--- config.mk ---
export PLATFORM = sky130hd
export DESIGN_NAME = integer_to_ascii_formatter_unit
export DESIGN_NICKNAME = d
export VERILOG_FILES = /design/src/rtl/core/itoa_fmt_pkg.sv /design/src/rtl/core/integer_to_ascii_formatter_unit.sv
export SDC_FILE = /design/constraint.sdc
export NUM_CORES = 1
export LEC_CHECK = 0
export CAP_MARGIN = 10
export CORE_MARGIN = 2
export CORE_UTILIZATION = 36
export CTS_CLUSTER_SIZE = 8
export DETAILED_ROUTE_END_ITERATION = 8
export DONT_BUFFER_PORTS = 1
export GPL_TIMING_DRIVEN = 0
export PLACE_DENSITY = 0.61
export RECOVER_POWER = 100
export SLEW_MARGIN = 15
export SYNTH_ARGS = -nofsm -noshare
export SYNTH_HDL_FRONTEND = slang
export SYNTH_SLANG_ARGS = --single-unit
export TNS_END_PERCENT = 5
--- constraint.sdc ---
create_clock -name clk -period 5.6 [get_ports clk]
set_input_delay 0.56 -clock clk [delete_from_list [all_inputs] [get_ports clk]]
set_output_delay 0.56 -clock clk [all_outputs]
set_load 0.005 [all_outputs]
--- src/rtl/core/itoa_fmt_pkg.sv ---
// Types, constants and helpers of the integer-to-ASCII formatter.
package itoa_fmt_pkg;

	localparam int MAX_WIDTH_DEF = 32;
	localparam int MAG_W         = 32;
	localparam int FW_W          = 6;
	localparam int DIGITS        = 10;
	localparam int DIG_IDX_W     = 4;

	localparam logic [1:0] KIND_DEC = 2'd0;

	localparam logic [7:0] CH_SPACE = 8'h20;
	localparam logic [7:0] CH_PLUS  = 8'h2B;
	localparam logic [7:0] CH_MINUS = 8'h2D;
	localparam logic [7:0] CH_ZERO  = 8'h30;
	localparam logic [7:0] CH_A_UP  = 8'h41;
	localparam logic [7:0] CH_A_LO  = 8'h61;
	localparam logic [7:0] CH_X_UP  = 8'h58;
	localparam logic [7:0] CH_X_LO  = 8'h78;

	typedef struct packed {
		logic [1:0]       kind;
		logic [MAG_W-1:0] value_bits;
		logic             flag_plus;
		logic             flag_space;
		logic             flag_left;
		logic             flag_hash;
		logic [FW_W-1:0]  field_width;
	} fmt_in_t;

	typedef struct packed {
		logic [7:0] out_char;
		logic       last;
	} fmt_out_t;

	// One digit 0..15 to its ASCII character.
	function automatic logic [7:0] hex_char(input logic [3:0] d, input logic up);
		if (d < 4'd10) begin
			return CH_ZERO + {4'b0, d};
		end
		return (up ? CH_A_UP : CH_A_LO) + {4'b0, d} - 8'd10;
	endfunction

endpackage

--- src/rtl/core/integer_to_ascii_formatter_unit.sv ---
// Integer-to-ASCII formatter: %d / %x / %X text, one character per item.
//
//  channel | signals                         | payload
//  --------+---------------------------------+-----------------------------
//  in      | in_valid, in_stall (driven)     | in_item  : fmt_in_t
//  out     | out_valid (driven), out_stall   | out_item : fmt_out_t
//
// Decimal: accept, shift-add-3 steps in the BCD unit (ST_CONV), a sizing
// state (ST_SIZE), then one character per cycle while out_stall does not hold it.
// Hex skips the BCD unit. Text length is 1..max(MAX_WIDTH, 11).
// in_stall is high from the accept edge until the last character is loaded
// into the output register; out_stall only holds the character sequencer and the output register.
// Reset returns the sequencer to idle and empties the output register.
module integer_to_ascii_formatter_unit import itoa_fmt_pkg::*; #(
	parameter int MAX_WIDTH = MAX_WIDTH_DEF
) (
	input  logic     clk,
	input  logic     arst_n,
	input  logic     in_valid,
	output logic     in_stall,
	input  fmt_in_t  in_item,
	output logic     out_valid,
	input  logic     out_stall,
	output fmt_out_t out_item
);

	// Position counters must hold MAX_WIDTH and the raw field width.
	localparam int CNT_W  = ($clog2(MAX_WIDTH + 1) > FW_W) ? $clog2(MAX_WIDTH + 1) : FW_W;
	localparam int STEP_W = $clog2(MAG_W);

	typedef enum logic [3:0] {
		ST_IDLE = 4'b0001,
		ST_CONV = 4'b0010,
		ST_SIZE = 4'b0100,
		ST_EMIT = 4'b1000
	} state_t;

	state_t                      state_q;
	logic [MAG_W-1:0]            mag_q;
	logic [DIGITS-1:0][3:0]      dig_q;
	logic [STEP_W-1:0]           step_q;
	logic                        hex_q, upper_q, neg_q, plus_q, space_q, left_q, hash_q;
	logic [CNT_W-1:0]            width_q;
	logic                        pfx_dec_q;
	logic [CNT_W-1:0]            b1_q, b2_q, b3_q, len_q, pos_q;
	logic                        out_valid_q;
	fmt_out_t                    out_q;

	logic                        in_acc;
	logic                        out_free;
	logic                        emit;
	logic [CNT_W-1:0]            fw_ext;
	logic [MAG_W-1:0]            mag_in;
	logic [DIGITS*4-1:0]         dd_next;
	logic [DIG_IDX_W-1:0]        ndig;
	logic [1:0]                  plen;
	logic [CNT_W-1:0]            txt_len, pad, pre;
	logic [7:0]                  ch;
	logic [DIG_IDX_W-1:0]        dig_idx;

	assign in_acc   = in_valid && (state_q == ST_IDLE);
	assign in_stall = (state_q != ST_IDLE);
	assign out_free = !out_valid_q || !out_stall;
	assign emit     = (state_q == ST_EMIT) && out_free;
	assign fw_ext   = CNT_W'(in_item.field_width);
	assign mag_in   = in_item.value_bits[MAG_W-1] ? (~in_item.value_bits + 1'b1)
	                                              : in_item.value_bits;

	// BCD unit: add 3 to every digit of 5 or more, then shift one bit in.
	always_comb begin
		logic [DIGITS-1:0][3:0] adj;
		logic [DIGITS*4-1:0]    flat;
		for (int i = 0; i < DIGITS; i++) begin
			adj[i] = (dig_q[i] >= 4'd5) ? dig_q[i] + 4'd3 : dig_q[i];
		end
		flat    = adj;
		dd_next = {flat[DIGITS*4-2:0], mag_q[MAG_W-1]};
	end

	// Digit count: highest nonzero digit, at least one.
	always_comb begin
		ndig = DIG_IDX_W'(1);
		for (int i = 1; i < DIGITS; i++) begin
			if (dig_q[i] != 4'd0) begin
				ndig = DIG_IDX_W'(i + 1);
			end
		end
	end

	// Sizing: prefix, padding and segment boundaries of the text.
	always_comb begin
		if (hex_q) begin
			plen = (hash_q && (dig_q != '0)) ? 2'd2 : 2'd0;
		end else begin
			plen = (neg_q || plus_q || space_q) ? 2'd1 : 2'd0;
		end
		txt_len = CNT_W'(plen) + CNT_W'(ndig);
		pad     = (!hex_q && (width_q > txt_len)) ? width_q - txt_len : '0;
		pre     = left_q ? '0 : pad;
	end

	// Character at the current position: pad, prefix, digits, pad.
	always_comb begin
		dig_idx = DIG_IDX_W'(b3_q - pos_q - 1'b1);
		if (pos_q < b1_q) begin
			ch = CH_SPACE;
		end else if (pos_q < b2_q) begin
			if (!pfx_dec_q) begin
				ch = (pos_q == b1_q) ? CH_ZERO : (upper_q ? CH_X_UP : CH_X_LO);
			end else if (neg_q) begin
				ch = CH_MINUS;
			end else if (plus_q) begin
				ch = CH_PLUS;
			end else begin
				ch = CH_SPACE;
			end
		end else if (pos_q < b3_q) begin
			ch = hex_char(dig_q[dig_idx], upper_q);
		end else begin
			ch = CH_SPACE;
		end
	end

	// Sequencer
	always_ff @(posedge clk or negedge arst_n) begin
		if (!arst_n) begin
			state_q <= ST_IDLE;
			step_q  <= '0;
			pos_q   <= '0;
		end else begin
			case (state_q)
				ST_IDLE: begin
					if (in_acc) begin
						step_q  <= '0;
						state_q <= (in_item.kind == KIND_DEC) ? ST_CONV : ST_SIZE;
					end
				end
				ST_CONV: begin
					step_q <= step_q + 1'b1;
					if (step_q == STEP_W'(MAG_W - 1)) begin
						state_q <= ST_SIZE;
					end
				end
				ST_SIZE: begin
					pos_q   <= '0;
					state_q <= ST_EMIT;
				end
				ST_EMIT: begin
					if (emit) begin
						pos_q <= pos_q + 1'b1;
						if (pos_q == len_q - 1'b1) begin
							state_q <= ST_IDLE;
						end
					end
				end
				default: state_q <= ST_IDLE;
			endcase
		end
	end

	// Item data path
	always_ff @(posedge clk) begin
		if (in_acc) begin
			hex_q   <= (in_item.kind != KIND_DEC);
			upper_q <= in_item.kind[1];
			neg_q   <= (in_item.kind == KIND_DEC) && in_item.value_bits[MAG_W-1];
			plus_q  <= in_item.flag_plus;
			space_q <= in_item.flag_space;
			left_q  <= in_item.flag_left;
			hash_q  <= in_item.flag_hash;
			width_q <= (fw_ext > CNT_W'(MAX_WIDTH)) ? CNT_W'(MAX_WIDTH) : fw_ext;
			if (in_item.kind == KIND_DEC) begin
				mag_q <= mag_in;
				dig_q <= '0;
			end else begin
				mag_q <= in_item.value_bits;
				dig_q <= (DIGITS*4)'(in_item.value_bits);
			end
		end else if (state_q == ST_CONV) begin
			dig_q <= dd_next;
			mag_q <= {mag_q[MAG_W-2:0], 1'b0};
		end
		if (state_q == ST_SIZE) begin
			pfx_dec_q <= !hex_q;
			b1_q      <= pre;
			b2_q      <= pre + CNT_W'(plen);
			b3_q      <= pre + txt_len;
			len_q     <= txt_len + pad;
		end
	end

	// Output register
	always_ff @(posedge clk or negedge arst_n) begin
		if (!arst_n) begin
			out_valid_q <= 1'b0;
		end else if (emit) begin
			out_valid_q <= 1'b1;
		end else if (!out_stall) begin
			out_valid_q <= 1'b0;
		end
	end

	always_ff @(posedge clk) begin
		if (emit) begin
			out_q.out_char <= ch;
			out_q.last     <= (pos_q == len_q - 1'b1);
		end
	end

	assign out_valid = out_valid_q;
	assign out_item  = out_q;

endmodule

# After elaboration in Yosys (flattened, before gate mapping)
# Index checks and enable logic that the tools add are counted.
# classes
eq_ne	13
reduce_logical	29
n_mux	59
order_cmp	17
bitwise	1
add_sub_neg	24
# ops
operator	n
$mux W32	5
$mux W4	23
$mux W40	2
$ge A4 B3 Y1 const B	10
$reduce_bool A40 Y1	1
$add A4 B2 Y4 const B	9
$reduce_bool A4 Y1	9
$add A32 B1 Y32 const B	1
$mux W8	4
$not A32 Y32	1
$mux W6	5
$lt A6 B6 Y1	3
$bmux W4 S4	1
$pmux W4 S4	1
$mux W7	2
$eq A6 B6 Y1	2
$pmux W6 S2	1
$pmux W5 S2	1
$add A7 B4 Y8	1
$mux W2	4
$reduce_bool A2 Y1	4
$sub A8 B4 Y8 const B	1
$add A6 B4 Y7 const A	1
$mux W1	7
other kinds (31)	44
# word_totals
input_bits	48
elab_cells	173
output_inout_bits	11
register_bits	135

# Logic depth before layout (Yosys ltp)
# Gate-level depths: netlist of run 1.
# logic_depth
depth_word	16
ltp_mapped	25
mapped_depth_nobuf	24

# Least setup slack after synthesis of run 1
# Ideal clock, no wire load.
# synth_path
path_type	reg-to-reg
start	reg dig_q[4] (netlist bit)
end	reg b3_q[5], data pin
setup_slack_ps	-403
stages_incl_launch_ff	24
setup_ps	260
path_buffers	1
t_arrival_ps	5744
required_time_ps	5340
period_less_slack_ps	6003
path_cell_list	edfxtp_1 inv_1 ha_1 nor3b_1 nand3_1 or4b_2 o311a_1 fa_1 xnor2_1 inv_1 ha_1 nor2b_1 o21ai_0 a211o_1 or2_2 clkbuf_1 or3_1 inv_1 ha_1 a21o_1 a21o_1 maj3_1 a21oi_1 xnor2_1
# synth_via
elab_chain_len	16
elab_cells_between_ends	21
classes_between	3 x add/sub; 1 x order compare; 13 x mux; 4 x reduce/logical
# synth_rtl
item	line	rtl
start, declared	integer_to_ascii_formatter_unit.sv:40	logic [DIGITS-1:0][3:0] dig_q;
start signal, assigned	integer_to_ascii_formatter_unit.sv:177	dig_q <= (DIGITS*4)'(in_item.value_bits);
start signal, assigned	integer_to_ascii_formatter_unit.sv:180	dig_q <= dd_next;
$reduce_bool A4 Y1	integer_to_ascii_formatter_unit.sv:84	if (dig_q[i] != 4'd0) begin
$mux W2 (2 in series)	integer_to_ascii_formatter_unit.sv:84	
$mux W4 (7 in series)	integer_to_ascii_formatter_unit.sv:84	
$add A2 B4 Y5 *	integer_to_ascii_formatter_unit.sv:97	txt_len = CNT_W'(plen) + CNT_W'(ndig);
$gt A6 B5 Y1	integer_to_ascii_formatter_unit.sv:98	pad = (!hex_q && (width_q > txt_len)) ? width_q - txt_len : '0;
$logic_and A1 B1 Y1	integer_to_ascii_formatter_unit.sv:98	
$mux W6 *	integer_to_ascii_formatter_unit.sv:98	
$mux W6 *	integer_to_ascii_formatter_unit.sv:99	pre = left_q ? '0 : pad;
net pre[1]	integer_to_ascii_formatter_unit.sv:57	logic [CNT_W-1:0] txt_len, pad, pre;
$add A6 B5 Y6 *	integer_to_ascii_formatter_unit.sv:187	b3_q <= pre + txt_len;
end signal, assigned	integer_to_ascii_formatter_unit.sv:187	
end, declared	integer_to_ascii_formatter_unit.sv:45	logic [CNT_W-1:0] b1_q, b2_q, b3_q, len_q, pos_q;
# Mark *: on every way through the listed nets, which the timed path passes. The rest lies on a longest branch.
# A chain may end at the register's enable or synchronous reset.

# Worst setup path in the final report of run 1
# Ends and elaborated chain as after synthesis.

==> results of run 1 <==
==> how the worst max path moves through the flow <==
stage               depth (start not counted)  slack (ns)     start       to
floorplan                                  23        0.01  dig_q[4]  b3_q[5]
global placement                           23       -0.53  dig_q[4]  b3_q[5]
detailed placement                         23       -0.52  dig_q[4]  b3_q[5]
CTS                                        22        0.02  dig_q[4]  b3_q[5]
global route                               25      -0.002  dig_q[4]  b3_q[5]
finish                                     22        0.20  dig_q[4]  b3_q[5]
==> cells in the mapped netlist, types with 3 or more instances <==
cell type  instances
edfxtp_1         118
o21ai_0           86
nand2_1           74
ha_1              67
inv_1             64
a21oi_1           58
nor2_1            56
xnor2_1           43
nand3_1           40
xor2_1            36
nand2b_1          22
clkbuf_1          20
nor3b_1           16
dfrtp_1           15
nor2b_1           14
nor3_1            14
o31ai_1           13
a21o_1            10
mux4_2             8
or3_1              8
mux2i_1            7
o21ai_1            7
fa_1               6
o21a_1             6
buf_1              4
nand4_1            4
nor4b_1            4
o22ai_1            4
a31oi_1            3
mux2_2             3
nand3b_1           3
nor4_1             3
or2_2              3
==> timing repair <==
item	CTS	global route
hold buffers	1	0
setup buffers	11	1
endpoints found under the hold margin	16	0
pin swaps	8	10
setup endpoints to repair	6	4
resized for setup	12	11
cloned	0	0
==> sequential cells by signal, summed over array words and instances (netlist names) <==
signal / count
dig_q: 40
mag_q: 32
out_item: 8
b1_q: 6
b2_q: 6
b3_q: 6
len_q: 6
pos_q: 6
width_q: 6
step_q: 5
state_q: 4
hash_q: 1
hex_q: 1
left_q: 1
neg_q: 1
out_valid: 1
pfx_dec_q: 1
plus_q: 1
space_q: 1
upper_q: 1
==> metrics by stage <==
step / instance area, sq um / worst slack (ns) / util (%) / TNS [ns]
2_1_floorplan: 8920 / 0.0102 / - / 0
3_3_place_gp: 9330 / -0.534 / 38.5 / -1.27
3_5_place_dp: 9400 / -0.524 / 38.8 / -1.20
4_1_cts: 10100 / 0.0188 / 41.8 / 0
5_1_grt: 10100 / -0.00216 / 41.7 / -0.00216
6_report: 10100 / 0.195 / 41.7 / 0
==> final cells by class <==
| class | count | share of cell area [%] |
|---|---|---|
| Multi-Input combinational cell | 657 | 46.4 |
| Sequential cell | 134 | 39.0 |
| Clock inverter | 11 | 1.50 |
| Timing Repair Buffer | 18 | 1.19 |
| Inverter | 66 | 2.47 |
| Clock buffer | 20 | 4.41 |
| Buffer | 25 | 1.04 |
| Tap cell | 324 | 4.01 |
==> layer usage <==
metal,up-vias,part of all wire [%]
met5,-,0
met4,0,1.6
met3,26,4.4
met2,141,48
met1,3111,46
li1,3229,-
==> where the power goes <==
group	switching [mW]	internal, mW	leakage (nW)	total (mW)
Combinational	1.40	1.00	2.28	2.40
Sequential	0.286	1.66	1.32	1.95
Clock	0.440	0.713	0.291	1.15
Total	2.12	3.38	3.89	5.50
==> kinds of logic after synthesis <==
group	after synthesis	share of synthesized area, %
fa+ha+maj	75	11.0
flops	134	44.5
compound gates	205	13.3
buf+inv	92	4.02
other cells	2	0.0848
xor+xnor	79	7.81
mux	18	3.21
simple gates	276	16.0
==> out/results.txt, run 1 <==
Max Fclk: 185 MHz
Core Area: 0.0242 sq mm
Hold WS: 0.215 ns
Startpoint Class: flop
Vias per inst: 5.18
Final worst path period share: 96.5%
Post-DP HPWL: 15,600 um
First-pass detailed-route iteration total: 5
Fin. Hold Viols: 0
Syn-to-layout area delta: 14.2%
Status: finished clean
Avg Cell Area, Syn: 10.1 sq um
DIE HEIGHT: 161 um
Worst hold path stage count: 1
Nets: 1,040
EDFF count, synth: 118
Post-synth top area share: 40.0%
Num CTS Buffers: 17
Placed insts: 1,212
Hold EP: state_q[0]
Share of cells above drive strength 1: 10.1%
Hold Crit Start: in_valid
Largest delay share family, worst path: simple AND/OR/NAND/NOR gates
Initial Utilization: 36.5%
Routed Antenna Nets: 0
Synth Instances: 881
Reg2reg setup slack: 0.20 ns
CTS tree: yes
Nature of the critical path endpoint: flop
Seq/Total Area, Yosys: 44.5%
Vias in the first global route: 6,425
Worst Path Arrival: 5.57 ns
Slowest cell on the critical path: or4b_4
Reg area: 0.00395 sq mm
Tightest Hold Check Type: primary input to flop
Met2 Resource Use GR: 27.2%
Main synth FF type: edfxtp_1
CTS max path bufs: 2
Worst r2r src: dig_q[4]
CTS Sinks: 134
Commonest non-fill, non-tap cell in the layout: edfxtp_1
Largest area contributor in the synthesized netlist: edfxtp_1
DRC: 0
Syn Std Cell Area: 0.00886 sq mm
Die W: 161 um
Clock slew at reported path FFs: 0.06 ns
CP peak stage delay: 0.53 ns
FF-to-FF End: b3_q[5]
Area contributors post-synth: edfxtp_1 40%, ha_1 9.5%, o21ai_0 4.9%
Root Buffer Master: clkbuf_16
Routability cong.: 0.850
CP Max Fanout: 4
Slew Limit Fails: 0
Detailed Route Iter0 Violations: 467
GR Util met3: 3.59%
Total power: 5.50 mW
Yosys warns: 0
Most frequent cells in the layout: 118 x edfxtp_1, 88 x o21ai_0, 74 x nand2_1
Slew HR: 10.7%
Via count: 6,507
Count of input and output buffers: 0
GRT busiest layer: met2
Number of synthesized register bits: 134
Rows: 57
Grt ovf: 0
Filler cell count in the final layout: 2,381
GRT met1 Usage: 21.8%
Min Tclk post-route: 5.40 ns
Worst VDD drop: 0.000223 V
I/O pins: 59
GRT Util Overall: 16.6%
H-Tree Depth: 4
Crit-path cells: inv_2, ha_4, nor3b_4, nand3_2, or4b_4, o311a_4, ha_1, a21o_1, a21o_4, inv_1, ha_1, nor3_1, a211o_1, or2_4, or3_4, inv_4, ha_1, a21o_1, a21o_1, maj3_2, a21oi_2, xnor2_1
Final cell count without fillers: 1,255
Max-Cap Viols: 0
Final setup vio count: 0
Initial antenna violation count: 0
Footprint of the multi-input gates: 0.00470 sq mm
Worst path bufs/invs: 3
Req. time, crit path: 5.77 ns
Die area: 0.0259 sq mm
DR WL/cell: 16.6 um
R2R depth: 22
First-pass GRT wire length: 33,700 um
Leakage power: 3.89 nW
Worst slew pin tran: 1.34 ns
Final Skew: 0.0133 ns
Post-synth ARST share: 11.9%
ANT cells: 0
Drt total wl: 20,800 um
Worst-Skew Late Latency: 0.43 ns
Crit path kind: flop to flop
Largest net degree at the start of global routing: 51
Netlist cell types: 65
Power Density: 544 mW/mm^2
Power figures use the tool's default switching activity.
==> run 2: changes to the inputs <==
--- a/config.mk
+++ b/config.mk
@@ -6,7 +6,6 @@
 export NUM_CORES = 1
 export LEC_CHECK = 0
 export CAP_MARGIN = 10
-export CORE_MARGIN = 2
 export CORE_UTILIZATION = 36
 export CTS_CLUSTER_SIZE = 8
 export DETAILED_ROUTE_END_ITERATION = 8
==> run 2 against run 1 <==
Net effect:
- die area shrank 2.5%
- sequential share of layout area shrank 0.15 points
- clock power grew 4%
- non-clock buffer count grew 3
- sequential power is essentially flat
- flip-flop and latch count is the same
- largest cell class unchanged
- largest power group unchanged
- highest routed layer unchanged
==> out/results.txt, run 2 (synthesis gave the netlist of run 1 again) <==
Status: finished clean
Largest net degree at the start of global routing: 45 (-12%)
First-pass GRT wire length: 33,200 um (-1.4%)
Max-Cap Viols: 0 (unchanged)
Slew Limit Fails: 0 (unchanged)
DRC: 0 (unchanged)
Fin. Hold Viols: 0 (unchanged)
Final worst path period share: 97.7% (+1.2 points)
Die area: 0.0252 sq mm (-2.5%)
DIE HEIGHT: 159 um (-1.2%)
Crit-path cells: inv_2, ha_4, nor3b_4, nand3_2, or4b_4, o311a_4, fa_2, xnor2_4, inv_2, ha_4, nor2b_1, o21ai_1, a211o_1, or2_4, or3_4, inv_4, ha_1, a21o_1, a21o_1, maj3_2, a21oi_2, xnor2_1
Max Fclk: 183 MHz (-1.2%)
Filler cell count in the final layout: 2,387 (+0.25%)
Worst-Skew Late Latency: 0.43 ns (about the same)
CTS tree: yes
CTS max path bufs: 2 (unchanged)
Clock slew at reported path FFs: 0.06 ns (about the same)
Slew HR: 3.14% (-7.6 points)
Routability cong.: 0.847 (-0.46%)
Tightest Hold Check Type: primary input to flop
Final worst slack: 0.130 ns (-0.0654 ns)
Initial antenna violation count: 0 (unchanged)
Most frequent cells in the layout: 118 x edfxtp_1, 88 x o21ai_0, 74 x nand2_1
Initial Utilization: 36.5% (unchanged)
CP Max Fanout: 4 (unchanged)
DR WL/cell: 16.3 um (-1.6%)
Startpoint Class: flop
Vias per inst: 5.19 (about the same)
CP peak stage delay: 0.52 ns (about the same)
TNS Setup: 0 ns (unchanged)
GRT Util Overall: 16.6% (+0.079 points)
Root Buffer Master: clkbuf_16
Core Area: 0.0242 sq mm (unchanged)
Post-DP HPWL: 15,500 um (-1.0%)
Num CTS Buffers: 17 (unchanged)
Commonest non-fill, non-tap cell in the layout: edfxtp_1
Req. time, crit path: 5.77 ns (about the same)
Via count: 6,535 (+0.43%)
Slowest cell on the critical path: or4b_4
Die W: 159 um (-1.2%)
Drt total wl: 20,500 um (-1.2%)
Largest delay share family, worst path: simple AND/OR/NAND/NOR gates
H-Tree Depth: 4 (unchanged)
Vias in the first global route: 6,452 (+0.42%)
Worst Path Arrival: 5.64 ns (+0.07 ns)
Final Skew: 0.0110 ns (-0.00231 ns)
Largest Register: dig_q
Crit path kind: flop to flop
Min Tclk post-route: 5.47 ns (+0.0654 ns)
Power Density: 545 mW/mm^2 (+0.19%)
Share of cells above drive strength 1: 10.2% (+0.064 points)
Place WS: -0.529 ns (-0.00466 ns)
Worst path bufs/invs: 3 (unchanged)
Leakage power: 3.90 nW (+0.23%)
Detailed Route Iter0 Violations: 447 (-4.3%)
Nets: 1,043 (+0.29%)
Syn-to-layout area delta: 14.7%
Final setup vio count: 0 (unchanged)
Grt ovf: 0 (unchanged)
First-pass detailed-route iteration total: 5 (unchanged)
Nature of the critical path endpoint: flop
CTS Sinks: 134 (unchanged)
Worst slew pin tran: 1.43 ns (+0.0935 ns)
I/O pins: 59 (unchanged)
Routed Antenna Nets: 0 (unchanged)
Count of input and output buffers: 0 (unchanged)
Worst VDD drop: 0.000239 V (+7.0%)
Rows: 57 (unchanged)
Max reg flops: 40 (unchanged)
-- run 2: path summary, 6_finish.rpt --
kind                            startpoint          to  slack [ns]  depth (start not counted)
worst max-delay path              dig_q[4]     b3_q[5]        0.13                         22
worst min-delay path              in_valid  state_q[0]        0.21                          1
worst max register to register    dig_q[4]     b3_q[5]        0.13                         22
worst min register to register   mag_q[11]   mag_q[12]        0.53                          2
max in group asynchronous           arst_n  state_q[1]        4.39                          1
min in group asynchronous           arst_n   out_valid        0.69                          1
-- run 2: power breakdown --
part	total, mW	switching (mW)	internal (mW)
logic	2.38	1.38	1.00
clock network	1.20	0.452	0.750
registers	1.95	0.286	1.66
total	5.53	2.12	3.42
-- run 2: what timing repair did --
action / CTS / global route
pin swaps: 10 / 10
endpoints found under the setup margin: 6 / 3
gates resized for setup: 12 / 8
hold buffers: 1 / 0
buffers inserted: 10 / 5
endpoints found under the hold margin: 16 / 0
-- run 2: cell type report --
type | count | area, sq um | area share, %
buffer | 25 | 105 | 1.03
timing repair buffer | 21 | 143 | 1.40
clock inverter | 14 | 200 | 1.97
inverter | 66 | 250 | 2.46
multi-input combinational | 657 | 4680 | 46.1
sequential | 134 | 3950 | 38.8
antenna | 1 | 2.50 | 0.0246
clock buffer | 18 | 429 | 4.22
tap | 324 | 405 | 3.99
-- run 2: routing by layer --
layer  up-vias  global-route usage [%]  part of all wire (%)
met5         -                       0                     0
met4         0                    6.12                   1.7
met3        27                    3.53                   4.1
met2       115                    27.4                    48
met1      3152                    21.4                    46
li1       3241                       -                     -
-- run 2: through the flow --
step	std cells	cell area, sq um	hold slack [ns]	power, mW	utilization, %
3_3_place_gp	1207	9330	0.265	4.22	38.5
5_1_grt	1259	10200	0.205	5.95	41.9
3_5_place_dp	1212	9390	0.265	4.27	38.7
6_report	1260	10200	0.210	5.53	41.9
4_1_cts	1254	10100	0.186	5.55	41.8
2_1_floorplan	883	8920	0.264	3.68	-
-- run 2: worst reg2reg max path: stages (launching register included) --
cell	delay (ns)
edfxtp_1	0.47
inv_2	0.12
ha_4	0.15
nor3b_4	0.21
nand3_2	0.12
or4b_4	0.52
o311a_4	0.37
fa_2	0.38
xnor2_4	0.18
inv_2	0.07
ha_4	0.28
nor2b_1	0.13
o21ai_1	0.10
a211o_1	0.30
or2_4	0.26
or3_4	0.35
inv_4	0.08
ha_1	0.23
a21o_1	0.18
a21o_1	0.19
maj3_2	0.31
a21oi_2	0.14
xnor2_1	0.07
